===== src/hdl/scr_pkg.sv =====
`timescale 1ns / 1ps
// ----------------------------------------------------------------------------
// scr_pkg
// Shared widths, register codes, control word format and the microcode
// program of the skin conductance response counter.
// ----------------------------------------------------------------------------
package scr_pkg;

    // Sample and fixed-point formats.
    localparam int SAMPLE_BITS_DEF = 12;
    localparam int TONIC_FRAC      = 20;
    localparam int Q8_W            = 28;
    localparam int PHASIC_W        = 29;
    localparam int COUNT_W         = 8;
    localparam int TS_W            = 32;

    // Conductance scale 1000 uS times 256, and the ratios of the range tests.
    localparam int COND_SCALE = 256000;
    localparam int SCALE_W    = 18;
    localparam int LOW_RATIO  = 330;
    localparam int NEAR_NUM   = 1001;
    localparam int NEAR_DEN   = 1000;

    // Configuration register widths.
    localparam int BASE_W     = 16;
    localparam int DELTA_W    = 12;
    localparam int THR_W      = 24;
    localparam int WIN_W      = 32;
    localparam int ALPHA_W    = 16;
    localparam int CFG_IDX_W  = 3;
    localparam int CFG_DATA_W = 32;

    // Configuration reset values.
    localparam logic [BASE_W-1:0]  BASELINE_RST  = 16'd0;
    localparam logic [DELTA_W-1:0] DELTA_RST     = 12'd500;
    localparam logic [THR_W-1:0]   THRESHOLD_RST = 24'd7680;
    localparam logic [WIN_W-1:0]   WINDOW_RST    = 32'd60000;
    localparam logic [ALPHA_W-1:0] ALPHA_RST     = 16'd131;

    // Configuration register indexes.
    typedef enum logic [CFG_IDX_W-1:0] {
        REG_BASELINE    = 3'd0,
        REG_SPIKE_DELTA = 3'd1,
        REG_THRESHOLD   = 3'd2,
        REG_WINDOW      = 3'd3,
        REG_ALPHA       = 3'd4
    } cfg_index_t;

    typedef struct packed {
        logic [BASE_W-1:0]  baseline_q4;
        logic [DELTA_W-1:0] spike_delta;
        logic [THR_W-1:0]   scr_threshold_q8;
        logic [WIN_W-1:0]   window_ms;
        logic [ALPHA_W-1:0] tonic_alpha_q16;
    } cfg_t;

    // Datapath operations, one per control word.
    typedef enum logic [3:0] {
        OP_ACCEPT,
        OP_TONIC_MUL,
        OP_TONIC_ADD,
        OP_RAW_LOAD,
        OP_TONIC_LOAD,
        OP_DIV_INIT,
        OP_DIV_STEP,
        OP_RAW_STORE,
        OP_TONIC_STORE,
        OP_UPDATE,
        OP_EMIT,
        OP_NOP
    } op_t;

    // Jump conditions of the sequencer.
    typedef enum logic [2:0] {
        J_NONE,
        J_ALWAYS,
        J_NO_INPUT,
        J_LOW_SAMPLE,
        J_DIV_BUSY,
        J_OUT_BUSY
    } jump_t;

    localparam int PC_W = 4;

    typedef struct packed {
        op_t             op;
        jump_t           jump;
        logic [PC_W-1:0] target;
    } ctrl_t;

    typedef struct packed {
        logic no_input;
        logic low_sample;
        logic div_busy;
        logic out_busy;
    } status_t;

    // Program addresses.
    localparam logic [PC_W-1:0] PC_ACCEPT      = 4'd0;
    localparam logic [PC_W-1:0] PC_TONIC_MUL   = 4'd1;
    localparam logic [PC_W-1:0] PC_TONIC_ADD   = 4'd2;
    localparam logic [PC_W-1:0] PC_RAW_LOAD    = 4'd3;
    localparam logic [PC_W-1:0] PC_RAW_INIT    = 4'd4;
    localparam logic [PC_W-1:0] PC_RAW_DIV     = 4'd5;
    localparam logic [PC_W-1:0] PC_RAW_STORE   = 4'd6;
    localparam logic [PC_W-1:0] PC_TONIC_LOAD  = 4'd7;
    localparam logic [PC_W-1:0] PC_TONIC_INIT  = 4'd8;
    localparam logic [PC_W-1:0] PC_TONIC_DIV   = 4'd9;
    localparam logic [PC_W-1:0] PC_TONIC_STORE = 4'd10;
    localparam logic [PC_W-1:0] PC_UPDATE      = 4'd11;
    localparam logic [PC_W-1:0] PC_EMIT        = 4'd12;
    localparam logic [PC_W-1:0] PC_RETURN      = 4'd13;

    // Control store: one control word per program step.
    function automatic ctrl_t ucode_rom(input logic [PC_W-1:0] pc);
        ctrl_t w;
        unique case (pc)
            PC_ACCEPT:      w = '{op: OP_ACCEPT,      jump: J_NO_INPUT,   target: PC_ACCEPT};
            PC_TONIC_MUL:   w = '{op: OP_TONIC_MUL,   jump: J_NONE,       target: PC_ACCEPT};
            PC_TONIC_ADD:   w = '{op: OP_TONIC_ADD,   jump: J_LOW_SAMPLE, target: PC_UPDATE};
            PC_RAW_LOAD:    w = '{op: OP_RAW_LOAD,    jump: J_NONE,       target: PC_ACCEPT};
            PC_RAW_INIT:    w = '{op: OP_DIV_INIT,    jump: J_NONE,       target: PC_ACCEPT};
            PC_RAW_DIV:     w = '{op: OP_DIV_STEP,    jump: J_DIV_BUSY,   target: PC_RAW_DIV};
            PC_RAW_STORE:   w = '{op: OP_RAW_STORE,   jump: J_NONE,       target: PC_ACCEPT};
            PC_TONIC_LOAD:  w = '{op: OP_TONIC_LOAD,  jump: J_NONE,       target: PC_ACCEPT};
            PC_TONIC_INIT:  w = '{op: OP_DIV_INIT,    jump: J_NONE,       target: PC_ACCEPT};
            PC_TONIC_DIV:   w = '{op: OP_DIV_STEP,    jump: J_DIV_BUSY,   target: PC_TONIC_DIV};
            PC_TONIC_STORE: w = '{op: OP_TONIC_STORE, jump: J_NONE,       target: PC_ACCEPT};
            PC_UPDATE:      w = '{op: OP_UPDATE,      jump: J_NONE,       target: PC_ACCEPT};
            PC_EMIT:        w = '{op: OP_EMIT,        jump: J_OUT_BUSY,   target: PC_EMIT};
            PC_RETURN:      w = '{op: OP_NOP,         jump: J_ALWAYS,     target: PC_ACCEPT};
            default:        w = '{op: OP_NOP,         jump: J_ALWAYS,     target: PC_ACCEPT};
        endcase
        return w;
    endfunction

endpackage


===== src/hdl/scr_divider.sv =====
`timescale 1ns / 1ps
// ----------------------------------------------------------------------------
// scr_divider
// Restoring divider that produces one quotient bit per step, with the
// quotient saturated to all ones when it would not fit.
// ----------------------------------------------------------------------------
module scr_divider import scr_pkg::*; #(
    parameter int DEN_W = 32,
    parameter int NUM_W = 50,
    parameter int QUO_W = Q8_W
) (
    input  logic             aclk,
    input  logic             aresetn,
    input  logic             start,
    input  logic             step,
    input  logic [NUM_W-1:0] num,
    input  logic [DEN_W-1:0] den,
    output logic [QUO_W-1:0] quotient,
    output logic             busy
);

    localparam int CNT_W = $clog2(QUO_W);
    localparam int CMP_W = DEN_W + QUO_W;

    logic [DEN_W-1:0] rem_reg;
    logic [QUO_W-1:0] quo_reg;
    logic             ovf_reg;
    logic [CNT_W-1:0] cnt_reg;
    logic [DEN_W:0]   trial;
    logic             fits;
    logic             ovf;

    // The quotient fits only when the numerator is below den shifted by the
    // quotient width; the upper numerator bits then start as the remainder.
    assign ovf   = CMP_W'(num) >= {den, {QUO_W{1'b0}}};
    assign trial = {rem_reg, quo_reg[QUO_W-1]};
    assign fits  = trial >= {1'b0, den};

    // Step counter.
    always_ff @(posedge aclk) begin
        if (!aresetn) begin
            cnt_reg <= '0;
        end else if (start) begin
            cnt_reg <= CNT_W'(QUO_W - 1);
        end else if (step && cnt_reg != '0) begin
            cnt_reg <= cnt_reg - 1'b1;
        end
    end

    // Remainder and quotient shift register.
    always_ff @(posedge aclk) begin
        if (start) begin
            rem_reg <= DEN_W'(num[NUM_W-1:QUO_W]);
            quo_reg <= num[QUO_W-1:0];
            ovf_reg <= ovf;
        end else if (step) begin
            rem_reg <= fits ? DEN_W'(trial - {1'b0, den}) : trial[DEN_W-1:0];
            quo_reg <= {quo_reg[QUO_W-2:0], fits};
        end
    end

    assign quotient = ovf_reg ? {QUO_W{1'b1}} : quo_reg;
    assign busy     = cnt_reg != '0;

endmodule


===== src/hdl/scr_sequencer.sv =====
`timescale 1ns / 1ps
// ----------------------------------------------------------------------------
// scr_sequencer
// Step counter over the microcode store, with conditional jumps taken from
// the datapath status.
// ----------------------------------------------------------------------------
module scr_sequencer import scr_pkg::*; (
    input  logic    aclk,
    input  logic    aresetn,
    input  status_t status,
    output ctrl_t   ctrl
);

    logic [PC_W-1:0] pc_reg;
    logic [PC_W-1:0] pc_next;
    logic            take_jump;

    // Current control word.
    assign ctrl = ucode_rom(pc_reg);

    // Jump condition selected by the control word.
    always_comb begin
        unique case (ctrl.jump)
            J_NONE:       take_jump = 1'b0;
            J_ALWAYS:     take_jump = 1'b1;
            J_NO_INPUT:   take_jump = status.no_input;
            J_LOW_SAMPLE: take_jump = status.low_sample;
            J_DIV_BUSY:   take_jump = status.div_busy;
            J_OUT_BUSY:   take_jump = status.out_busy;
            default:      take_jump = 1'b0;
        endcase
    end

    assign pc_next = take_jump ? ctrl.target : pc_reg + 1'b1;

    // Step counter.
    always_ff @(posedge aclk) begin
        if (!aresetn) begin
            pc_reg <= PC_ACCEPT;
        end else begin
            pc_reg <= pc_next;
        end
    end

endmodule


===== src/hdl/scr_datapath.sv =====
`timescale 1ns / 1ps
// ----------------------------------------------------------------------------
// scr_datapath
// Tonic average, conductance setup, response counting and the result
// register, each step driven by the current control word.
// ----------------------------------------------------------------------------
module scr_datapath import scr_pkg::*; #(
    parameter int SAMPLE_BITS = SAMPLE_BITS_DEF
) (
    input  logic                       aclk,
    input  logic                       aresetn,
    input  ctrl_t                      ctrl,
    input  cfg_t                       cfg,
    output status_t                    status,
    input  logic                       s_valid,
    output logic                       s_ready,
    input  logic [SAMPLE_BITS-1:0]     s_raw_sample,
    input  logic [TS_W-1:0]            s_timestamp_ms,
    output logic                       m_valid,
    input  logic                       m_ready,
    output logic [Q8_W-1:0]            m_conductance_q8,
    output logic [Q8_W-1:0]            m_tonic_q8,
    output logic signed [PHASIC_W-1:0] m_phasic_q8,
    output logic [COUNT_W-1:0]         m_responses_per_window,
    output logic                       m_window_closed,
    output logic                       m_stress_spike
);

    localparam int SW  = SAMPLE_BITS;
    localparam int TW  = SW + TONIC_FRAC;
    localparam int NW  = TW + SCALE_W;
    localparam int PW  = TW + ALPHA_W + 2;
    localparam int SPW = (SW + 4 > BASE_W + 1) ? SW + 5 : BASE_W + 2;
    localparam logic [SW-1:0]    FS        = {SW{1'b1}};
    localparam logic [TW-1:0]    FST       = {FS, {TONIC_FRAC{1'b0}}};
    localparam logic [SW+9:0]    FS_X1000  = (SW+10)'(FS) * (SW+10)'(NEAR_DEN);
    localparam logic [TW+9:0]    FST_X1000 = (TW+10)'(FST) * (TW+10)'(NEAR_DEN);
    localparam logic [COUNT_W-1:0] COUNT_MAX = {COUNT_W{1'b1}};

    // Sample and arithmetic registers.
    logic [SW-1:0]          raw_reg;
    logic [TS_W-1:0]        ts_reg;
    logic signed [PW-1:0]   prod_reg;
    logic [NW-1:0]          num_reg;
    logic [TW-1:0]          den_reg;
    logic                   zero_reg;

    // Block state.
    logic                   seeded_reg;
    logic [TW-1:0]          tonic_reg;
    logic [Q8_W-1:0]        cond_reg;
    logic [Q8_W-1:0]        tonic_q8_reg;
    logic [PHASIC_W-1:0]    phasic_reg;
    logic                   was_above_reg;
    logic [COUNT_W-1:0]     count_reg;
    logic [TS_W-1:0]        window_start_reg;
    logic [COUNT_W-1:0]     latched_reg;
    logic                   closed_reg;
    logic                   spike_reg;

    // Result register.
    logic                   m_valid_reg;
    logic [Q8_W-1:0]        m_cond_reg;
    logic [Q8_W-1:0]        m_tonic_reg;
    logic [PHASIC_W-1:0]    m_phasic_reg;
    logic [COUNT_W-1:0]     m_rate_reg;
    logic                   m_closed_reg;
    logic                   m_spike_reg;

    // Combinational terms.
    logic [TW-1:0]          raw_shift;
    logic signed [TW:0]     diff;
    logic signed [PW-1:0]   prod_next;
    logic signed [PW-1:0]   tonic_step;
    logic [TW-1:0]          tonic_next;
    logic [SW+8:0]          raw_x330;
    logic [SW+9:0]          raw_x1001;
    logic [TW+8:0]          t_x330;
    logic [TW+9:0]          t_x1001;
    logic                   low_sample;
    logic                   raw_near;
    logic                   tonic_zero;
    logic [Q8_W-1:0]        div_quot;
    logic                   div_busy;
    logic [Q8_W-1:0]        div_result;
    logic                   above;
    logic [COUNT_W-1:0]     count_next;
    logic [TS_W-1:0]        elapsed;
    logic                   window_done;
    logic                   spike;
    logic                   out_free;
    logic                   accept;

    // Tonic update: difference to the shifted sample times alpha, then an
    // arithmetic shift, which floors in both directions.
    assign raw_shift  = {raw_reg, {TONIC_FRAC{1'b0}}};
    assign diff       = $signed({1'b0, raw_shift}) - $signed({1'b0, tonic_reg});
    assign prod_next  = diff * $signed({1'b0, cfg.tonic_alpha_q16});
    assign tonic_step = prod_reg >>> ALPHA_W;
    assign tonic_next = tonic_reg + tonic_step[TW-1:0];

    // Range tests on the sample and on the tonic level.
    assign raw_x330   = (SW+9)'(raw_reg) * (SW+9)'(LOW_RATIO);
    assign raw_x1001  = (SW+10)'(raw_reg) * (SW+10)'(NEAR_NUM);
    assign t_x330     = (TW+9)'(tonic_reg) * (TW+9)'(LOW_RATIO);
    assign t_x1001    = (TW+10)'(tonic_reg) * (TW+10)'(NEAR_NUM);
    assign low_sample = raw_x330 <= (SW+9)'(FS);
    assign raw_near   = raw_x1001 >= FS_X1000;
    assign tonic_zero = (t_x330 <= (TW+9)'(FST)) || (t_x1001 >= FST_X1000);

    // Shared divider for both conductances.
    scr_divider #(
        .DEN_W (TW),
        .NUM_W (NW),
        .QUO_W (Q8_W)
    ) u_divider (
        .aclk     (aclk),
        .aresetn  (aresetn),
        .start    (ctrl.op == OP_DIV_INIT),
        .step     (ctrl.op == OP_DIV_STEP),
        .num      (num_reg),
        .den      (den_reg),
        .quotient (div_quot),
        .busy     (div_busy)
    );

    assign div_result = zero_reg ? '0 : div_quot;

    // Rising crossing count, window test and spike test.
    assign above = $signed(phasic_reg)
                 > $signed({{(PHASIC_W-THR_W){1'b0}}, cfg.scr_threshold_q8});
    assign count_next = (above && !was_above_reg && count_reg != COUNT_MAX)
                      ? count_reg + 1'b1 : count_reg;
    assign elapsed     = ts_reg - window_start_reg;
    assign window_done = elapsed >= cfg.window_ms;
    assign spike = SPW'({raw_reg, 4'b0000})
                 > SPW'(cfg.baseline_q4) + SPW'({cfg.spike_delta, 4'b0000});

    // Handshakes and status for the sequencer.
    assign s_ready  = ctrl.op == OP_ACCEPT;
    assign accept   = s_valid && s_ready;
    assign out_free = !m_valid_reg || m_ready;

    assign status.no_input   = !s_valid;
    assign status.low_sample = low_sample;
    assign status.div_busy   = div_busy;
    assign status.out_busy   = !out_free;

    // Working registers that need no reset.
    always_ff @(posedge aclk) begin
        unique case (ctrl.op)
            OP_ACCEPT: begin
                if (accept) begin
                    raw_reg <= s_raw_sample;
                    ts_reg  <= s_timestamp_ms;
                end
            end
            OP_TONIC_MUL: begin
                // A first sample seeds the level, so its step is zero.
                prod_reg <= seeded_reg ? prod_next : '0;
            end
            OP_RAW_LOAD: begin
                num_reg  <= NW'(raw_reg) * NW'(COND_SCALE);
                den_reg  <= TW'(FS) - TW'(raw_reg);
                zero_reg <= raw_near;
            end
            OP_TONIC_LOAD: begin
                num_reg  <= NW'(tonic_reg) * NW'(COND_SCALE);
                den_reg  <= FST - tonic_reg;
                zero_reg <= tonic_zero;
            end
            default: begin
            end
        endcase
    end

    // Tonic, held conductances, counting and window state.
    always_ff @(posedge aclk) begin
        if (!aresetn) begin
            seeded_reg       <= 1'b0;
            tonic_reg        <= '0;
            cond_reg         <= '0;
            tonic_q8_reg     <= '0;
            phasic_reg       <= '0;
            was_above_reg    <= 1'b0;
            count_reg        <= '0;
            window_start_reg <= '0;
            latched_reg      <= '0;
            closed_reg       <= 1'b0;
            spike_reg        <= 1'b0;
        end else begin
            unique case (ctrl.op)
                OP_TONIC_MUL: begin
                    if (!seeded_reg) begin
                        seeded_reg       <= 1'b1;
                        tonic_reg        <= raw_shift;
                        window_start_reg <= ts_reg;
                    end
                end
                OP_TONIC_ADD: begin
                    tonic_reg <= tonic_next;
                end
                OP_RAW_STORE: begin
                    cond_reg <= div_result;
                end
                OP_TONIC_STORE: begin
                    tonic_q8_reg <= div_result;
                    phasic_reg   <= {1'b0, cond_reg} - {1'b0, div_result};
                end
                OP_UPDATE: begin
                    was_above_reg <= above;
                    closed_reg    <= window_done;
                    spike_reg     <= spike;
                    if (window_done) begin
                        latched_reg      <= count_next;
                        count_reg        <= '0;
                        window_start_reg <= ts_reg;
                    end else begin
                        count_reg <= count_next;
                    end
                end
                default: begin
                end
            endcase
        end
    end

    // Result valid flag: set on the emit step, cleared when the
    // transaction completes.
    always_ff @(posedge aclk) begin
        if (!aresetn) begin
            m_valid_reg <= 1'b0;
        end else if (ctrl.op == OP_EMIT && out_free) begin
            m_valid_reg <= 1'b1;
        end else if (m_ready) begin
            m_valid_reg <= 1'b0;
        end
    end

    // Result payload.
    always_ff @(posedge aclk) begin
        if (ctrl.op == OP_EMIT && out_free) begin
            m_cond_reg   <= cond_reg;
            m_tonic_reg  <= tonic_q8_reg;
            m_phasic_reg <= phasic_reg;
            m_rate_reg   <= latched_reg;
            m_closed_reg <= closed_reg;
            m_spike_reg  <= spike_reg;
        end
    end

    assign m_valid                = m_valid_reg;
    assign m_conductance_q8       = m_cond_reg;
    assign m_tonic_q8             = m_tonic_reg;
    assign m_phasic_q8            = $signed(m_phasic_reg);
    assign m_responses_per_window = m_rate_reg;
    assign m_window_closed        = m_closed_reg;
    assign m_stress_spike         = m_spike_reg;

endmodule


===== src/hdl/skin_conductance_scr_counter.sv =====
`timescale 1ns / 1ps
// ----------------------------------------------------------------------------
// skin_conductance_scr_counter
// Each accepted sample runs the microcode program: tonic update, then the two
// 28-step conductance divisions on the one shared divider, skipped for a
// sample in the low range whose conductances are held, then the response
// update and the emit step. A new sample is taken only after its emit step.
// A finished result waits in the output register while the next sample is
// taken. Reset (aresetn, synchronous, active low) restores the register
// defaults and clears the tonic, count and window state at once.
// ----------------------------------------------------------------------------
module skin_conductance_scr_counter import scr_pkg::*; #(
    parameter int SAMPLE_BITS = SAMPLE_BITS_DEF
) (
    input  logic                       aclk,
    input  logic                       aresetn,
    input  logic                       s_valid,
    output logic                       s_ready,
    input  logic [SAMPLE_BITS-1:0]     s_raw_sample,
    input  logic [TS_W-1:0]            s_timestamp_ms,
    output logic                       m_valid,
    input  logic                       m_ready,
    output logic [Q8_W-1:0]            m_conductance_q8,
    output logic [Q8_W-1:0]            m_tonic_q8,
    output logic signed [PHASIC_W-1:0] m_phasic_q8,
    output logic [COUNT_W-1:0]         m_responses_per_window,
    output logic                       m_window_closed,
    output logic                       m_stress_spike,
    input  logic                       cfg_valid,
    output logic                       cfg_ready,
    input  logic [CFG_IDX_W-1:0]       cfg_index,
    input  logic [CFG_DATA_W-1:0]      cfg_data
);

    cfg_t    cfg_reg;
    ctrl_t   ctrl;
    status_t status;

    // Configuration writes are taken on every cycle.
    assign cfg_ready = 1'b1;

    // Configuration registers; writes beyond the list are dropped.
    always_ff @(posedge aclk) begin
        if (!aresetn) begin
            cfg_reg.baseline_q4      <= BASELINE_RST;
            cfg_reg.spike_delta      <= DELTA_RST;
            cfg_reg.scr_threshold_q8 <= THRESHOLD_RST;
            cfg_reg.window_ms        <= WINDOW_RST;
            cfg_reg.tonic_alpha_q16  <= ALPHA_RST;
        end else if (cfg_valid && cfg_ready) begin
            unique case (cfg_index)
                REG_BASELINE:    cfg_reg.baseline_q4      <= cfg_data[BASE_W-1:0];
                REG_SPIKE_DELTA: cfg_reg.spike_delta      <= cfg_data[DELTA_W-1:0];
                REG_THRESHOLD:   cfg_reg.scr_threshold_q8 <= cfg_data[THR_W-1:0];
                REG_WINDOW:      cfg_reg.window_ms        <= cfg_data[WIN_W-1:0];
                REG_ALPHA:       cfg_reg.tonic_alpha_q16  <= cfg_data[ALPHA_W-1:0];
                default: begin
                end
            endcase
        end
    end

    // Microcode sequencer.
    scr_sequencer u_sequencer (
        .aclk    (aclk),
        .aresetn (aresetn),
        .status  (status),
        .ctrl    (ctrl)
    );

    // Datapath with the shared divider and the result register.
    scr_datapath #(
        .SAMPLE_BITS (SAMPLE_BITS)
    ) u_datapath (
        .aclk                   (aclk),
        .aresetn                (aresetn),
        .ctrl                   (ctrl),
        .cfg                    (cfg_reg),
        .status                 (status),
        .s_valid                (s_valid),
        .s_ready                (s_ready),
        .s_raw_sample           (s_raw_sample),
        .s_timestamp_ms         (s_timestamp_ms),
        .m_valid                (m_valid),
        .m_ready                (m_ready),
        .m_conductance_q8       (m_conductance_q8),
        .m_tonic_q8             (m_tonic_q8),
        .m_phasic_q8            (m_phasic_q8),
        .m_responses_per_window (m_responses_per_window),
        .m_window_closed        (m_window_closed),
        .m_stress_spike         (m_stress_spike)
    );

    // An accepted transaction moves the sequencer off the accept step.
    a_accept_advances: assert property (@(posedge aclk) disable iff (!aresetn)
        (s_valid && s_ready) |=> !s_ready)
        else $error("sequencer stayed on the accept step after a transaction");

    // The division loop ends when the divider reports its last step.
    a_div_loop_exit: assert property (@(posedge aclk) disable iff (!aresetn)
        (ctrl.op == OP_DIV_STEP && !status.div_busy) |=> ctrl.op != OP_DIV_STEP)
        else $error("division loop ran past its last step");

    // The emit step waits while the previous result is still pending.
    a_emit_waits: assert property (@(posedge aclk) disable iff (!aresetn)
        (ctrl.op == OP_EMIT && status.out_busy) |=> ctrl.op == OP_EMIT)
        else $error("emit step left while the output register was full");

    // A result appears only through the emit step.
    a_valid_from_emit: assert property (@(posedge aclk) disable iff (!aresetn)
        $rose(m_valid) |-> $past(ctrl.op == OP_EMIT))
        else $error("result valid raised outside the emit step");

endmodule

===== config.mk =====
export PLATFORM = sky130hd
export DESIGN_NAME = skin_conductance_scr_counter
export DESIGN_NICKNAME = d
export VERILOG_FILES = /design/src/hdl/scr_pkg.sv /design/src/hdl/scr_divider.sv /design/src/hdl/scr_sequencer.sv /design/src/hdl/scr_datapath.sv /design/src/hdl/skin_conductance_scr_counter.sv
export SDC_FILE = /design/constraint.sdc
export NUM_CORES = 2
export LEC_CHECK = 0
export BUFFER_PORTS_ARGS = -buffer_cell sky130_fd_sc_hd__buf_2
export CAP_MARGIN = 10
export CORE_UTILIZATION = 60
export CTS_CLUSTER_SIZE = 14
export DETAILED_ROUTE_END_ITERATION = 8
export MAX_ROUTING_LAYER = met4
export PLACE_DENSITY = 0.78
export REMOVE_ABC_BUFFERS = 1
export SYNTH_ARGS = -nofsm -noshare
export SYNTH_HDL_FRONTEND = slang
export SYNTH_SLANG_ARGS = --single-unit

===== constraint.sdc =====
create_clock -name aclk -period 10.4 [get_ports aclk]
set_input_delay 1.56 -clock aclk [delete_from_list [all_inputs] [get_ports aclk]]
set_output_delay 1.56 -clock aclk [all_outputs]
set_load 0.03 [all_outputs]

==> results.cfg <==
[place]
place_ws_ns = 0.6550
gp_congestion = 0.9835
portBuffers = 180
dp_hpwl_um = 138200

[routing]
vias_per_cell = 5.796
num_vias = 52060
post_drt_wl_per_cell_um = 19.78
route.met2.wl_um = 86310
wirelength_um = 177700
drtAntennaViolNets = 0
dr_wl_met3_um = 11390
drc = 0
highest_layer = met4
wl_met1_um = 71140
drtIter0Drc = 3661
drt_pass1_iterations = 6

[clock_tree]
holdBufCountCts = 0
post_cts_resize_count = 0
htreeDepth = 3
cts_buffers = 71
cts_tree = yes
insertion_delay_ns = 0.67
cts_setup_buffers = 0
root_buffer = clkbuf_16
max-clock-path-buffers = 3
cts.sink_count = 594
clk_pin_slew_ns = 0.06

[min_path]
min_path_type = flop to flop
holdPathStages = 0
min_to = u_datapath.m_window_closed
hold_path_startpoint = u_datapath.closed_reg

[logic_synthesis]
yosysSeqAreaShare_pct = 22.22
synth_top_family_by_area = adder cells
synthAdderAreaFrac_pct = 39.26
synth.avg_cell_area_um2 = 9.148
netlist_area_um2 = 66770
yosysWarnings = 0
yosys.area_share.simple_pct = 14.45
async_reset_ff_share_pct = 0
ys.flop_type = dfxtp_1
synth.distinct_cells = 100
synth_xor_area_share_pct = 3.764
synth_area_leaders = fa_1 (25%), ha_1 (15%), edfxtp_1 (13%)
synthCells = 7299
synth_compound_area_share_pct = 11.69
yosysTopAreaCellShare_pct = 24.73
yosys-mux-area-fraction_pct = 0.3785
yosysTopAreaCell = fa_1
synth_seq_cells = 594
synth_edf_count = 294

[timing]
finalWorstSetupSlack_ns = 0.5595
setup_viol = 0
fin_crit_sh_pct = 94.62
period_needed_ns = 9.840
final.setup.tns_ns = 0
grt_setup_unrepaired = no
worst_pin_slew_ns = 1.206
max_slew_margin_pct = 19.37
hold_violations = 0
report.final.slew_viol_count = 0
skew_ns = 0.03531
max_clock_freq_mhz = 101.6

[floorplan]
top_level_ports = 182
dieArea_um2 = 112600
core_area_um2 = 110500
start_util_pct = 60.42
num_rows = 122
die_w_um = 335.6
dieHeight_um = 335.6

[global_routing]
grt-ovfl-total = 0
antenna_found_initial = 10
grt_pass1_wl_um = 282100
grt_pass1_vias = 53170
grt_max_degree = 102
grt_use_total_pct = 32.88

[worst_setup_path]
cpMostUsedCell = fa_1
critPathKind = flop to flop
reg2reg_to = u_datapath.prod_reg[46]
cp_slowest_stage_delay_ns = 0.60
reg2reg_setup_slack_ns = 0.56
endpoint_kind = flop
worst-path-buf-inv = 5
reg2reg_depth = 31
r2r_start = u_datapath.tonic_reg[6]
cpMaxStageDelayCell = xor2_1
critPathMaxFanout = 9
arrival_ns = 10.22
required_ns = 10.78
startpoint_type = flop
cpLargestDelayFamily = adder cells

[final_layout]
largest_register_ffs = 100
n_fill_cell = 8941
layout_commonest_cell = inv_1
area_growth_pct = 7.939
nets = 9113
drive_gt1_share_pct = 6.477
fin_util_pct = 65.22
final_cell_mix = inv_1 (1226), nand2_1 (961), fa_1 (825)

[job]
cap_violations = 0

[outcome]
outcome = finished clean
per-layer routing:
metal | up-vias | GRT usage, %
li1 | 24170 | -
met1 | 25530 | 40.24
met2 | 1900 | 54.47
met3 | 464 | 4.181
met4 | 0 | 14.71
met5 | - | -
stage by stage:
step                cells  cell area (um2)  hold WS [ns]
global route         8982            72080        0.4384
CTS                  8976            72060        0.4289
global placement     8844            69570        0.4123
finish               8982            72080        0.4282
floorplan            7065            65880        0.4030
detailed placement   8844            69570        0.4132
worst max-delay path by stage:
stage                              endpoint  cells after the start  slack, ns                      from
floorplan           u_datapath.prod_reg[46]                     33       1.62  u_datapath.tonic_reg[20]
global placement    u_datapath.prod_reg[46]                     33       0.85   u_datapath.tonic_reg[6]
detailed placement  u_datapath.prod_reg[46]                     35       0.66   u_datapath.tonic_reg[6]
CTS                 u_datapath.prod_reg[46]                     35       0.60   u_datapath.tonic_reg[6]
global route        u_datapath.prod_reg[46]                     35       0.07   u_datapath.tonic_reg[6]
finish              u_datapath.prod_reg[46]                     31       0.56   u_datapath.tonic_reg[6]
cell type report:
class | count | area (um2) | area share, %
tap | 1488 | 1862 | 2.583
clock inverter | 39 | 446.7 | 0.6197
timing repair buffer | 291 | 1737 | 2.410
clock buffer | 93 | 2047 | 2.840
multi-input combinational | 5242 | 46510 | 64.53
inverter | 1229 | 4618 | 6.407
antenna | 6 | 15.01 | 0.02083
sequential | 594 | 14840 | 20.59
synth_stat cells (14+ instances only):
cell / instances
inv_1: 1228
nand2_1: 964
fa_1: 825
ha_1: 775
a21oi_1: 482
nor2_1: 370
dfxtp_1: 300
edfxtp_1: 294
and2_1: 221
clkbuf_1: 214
o21ai_0: 203
xnor2_1: 189
nand3_1: 135
a21o_1: 124
xor2_1: 98
nor3_1: 87
a211oi_1: 62
o21a_1: 60
nand2b_1: 51
nor2b_1: 49
nand4_1: 43
a31oi_1: 36
o21bai_1: 36
and3_1: 35
or3_1: 33
nor4_1: 29
o211ai_1: 25
mux2i_1: 23
o31ai_1: 16
a2111oi_0: 15
o2111ai_1: 15
and4_1: 14
or2_2: 14
worst register-to-register path, delay by kind of cell, from the launching register on:
kind | cells | cell delay [ns]
flops | 1 | 0.45
compound gates | 7 | 1.80
buf+inv | 5 | 0.66
fa+ha+maj | 8 | 3.72
xor+xnor | 1 | 0.61
simple gates | 10 | 2.36
cell families after synthesis:
group	after synthesis
other cells	1
simple gates	2097
mux	25
buf+inv	1463
flops	594
xor+xnor	287
compound gates	1232
fa+ha+maj	1600
Power is left out: the tool's default activity adds up to more than one toggle a clock period on the data nets, which glitch-free logic cannot reach.
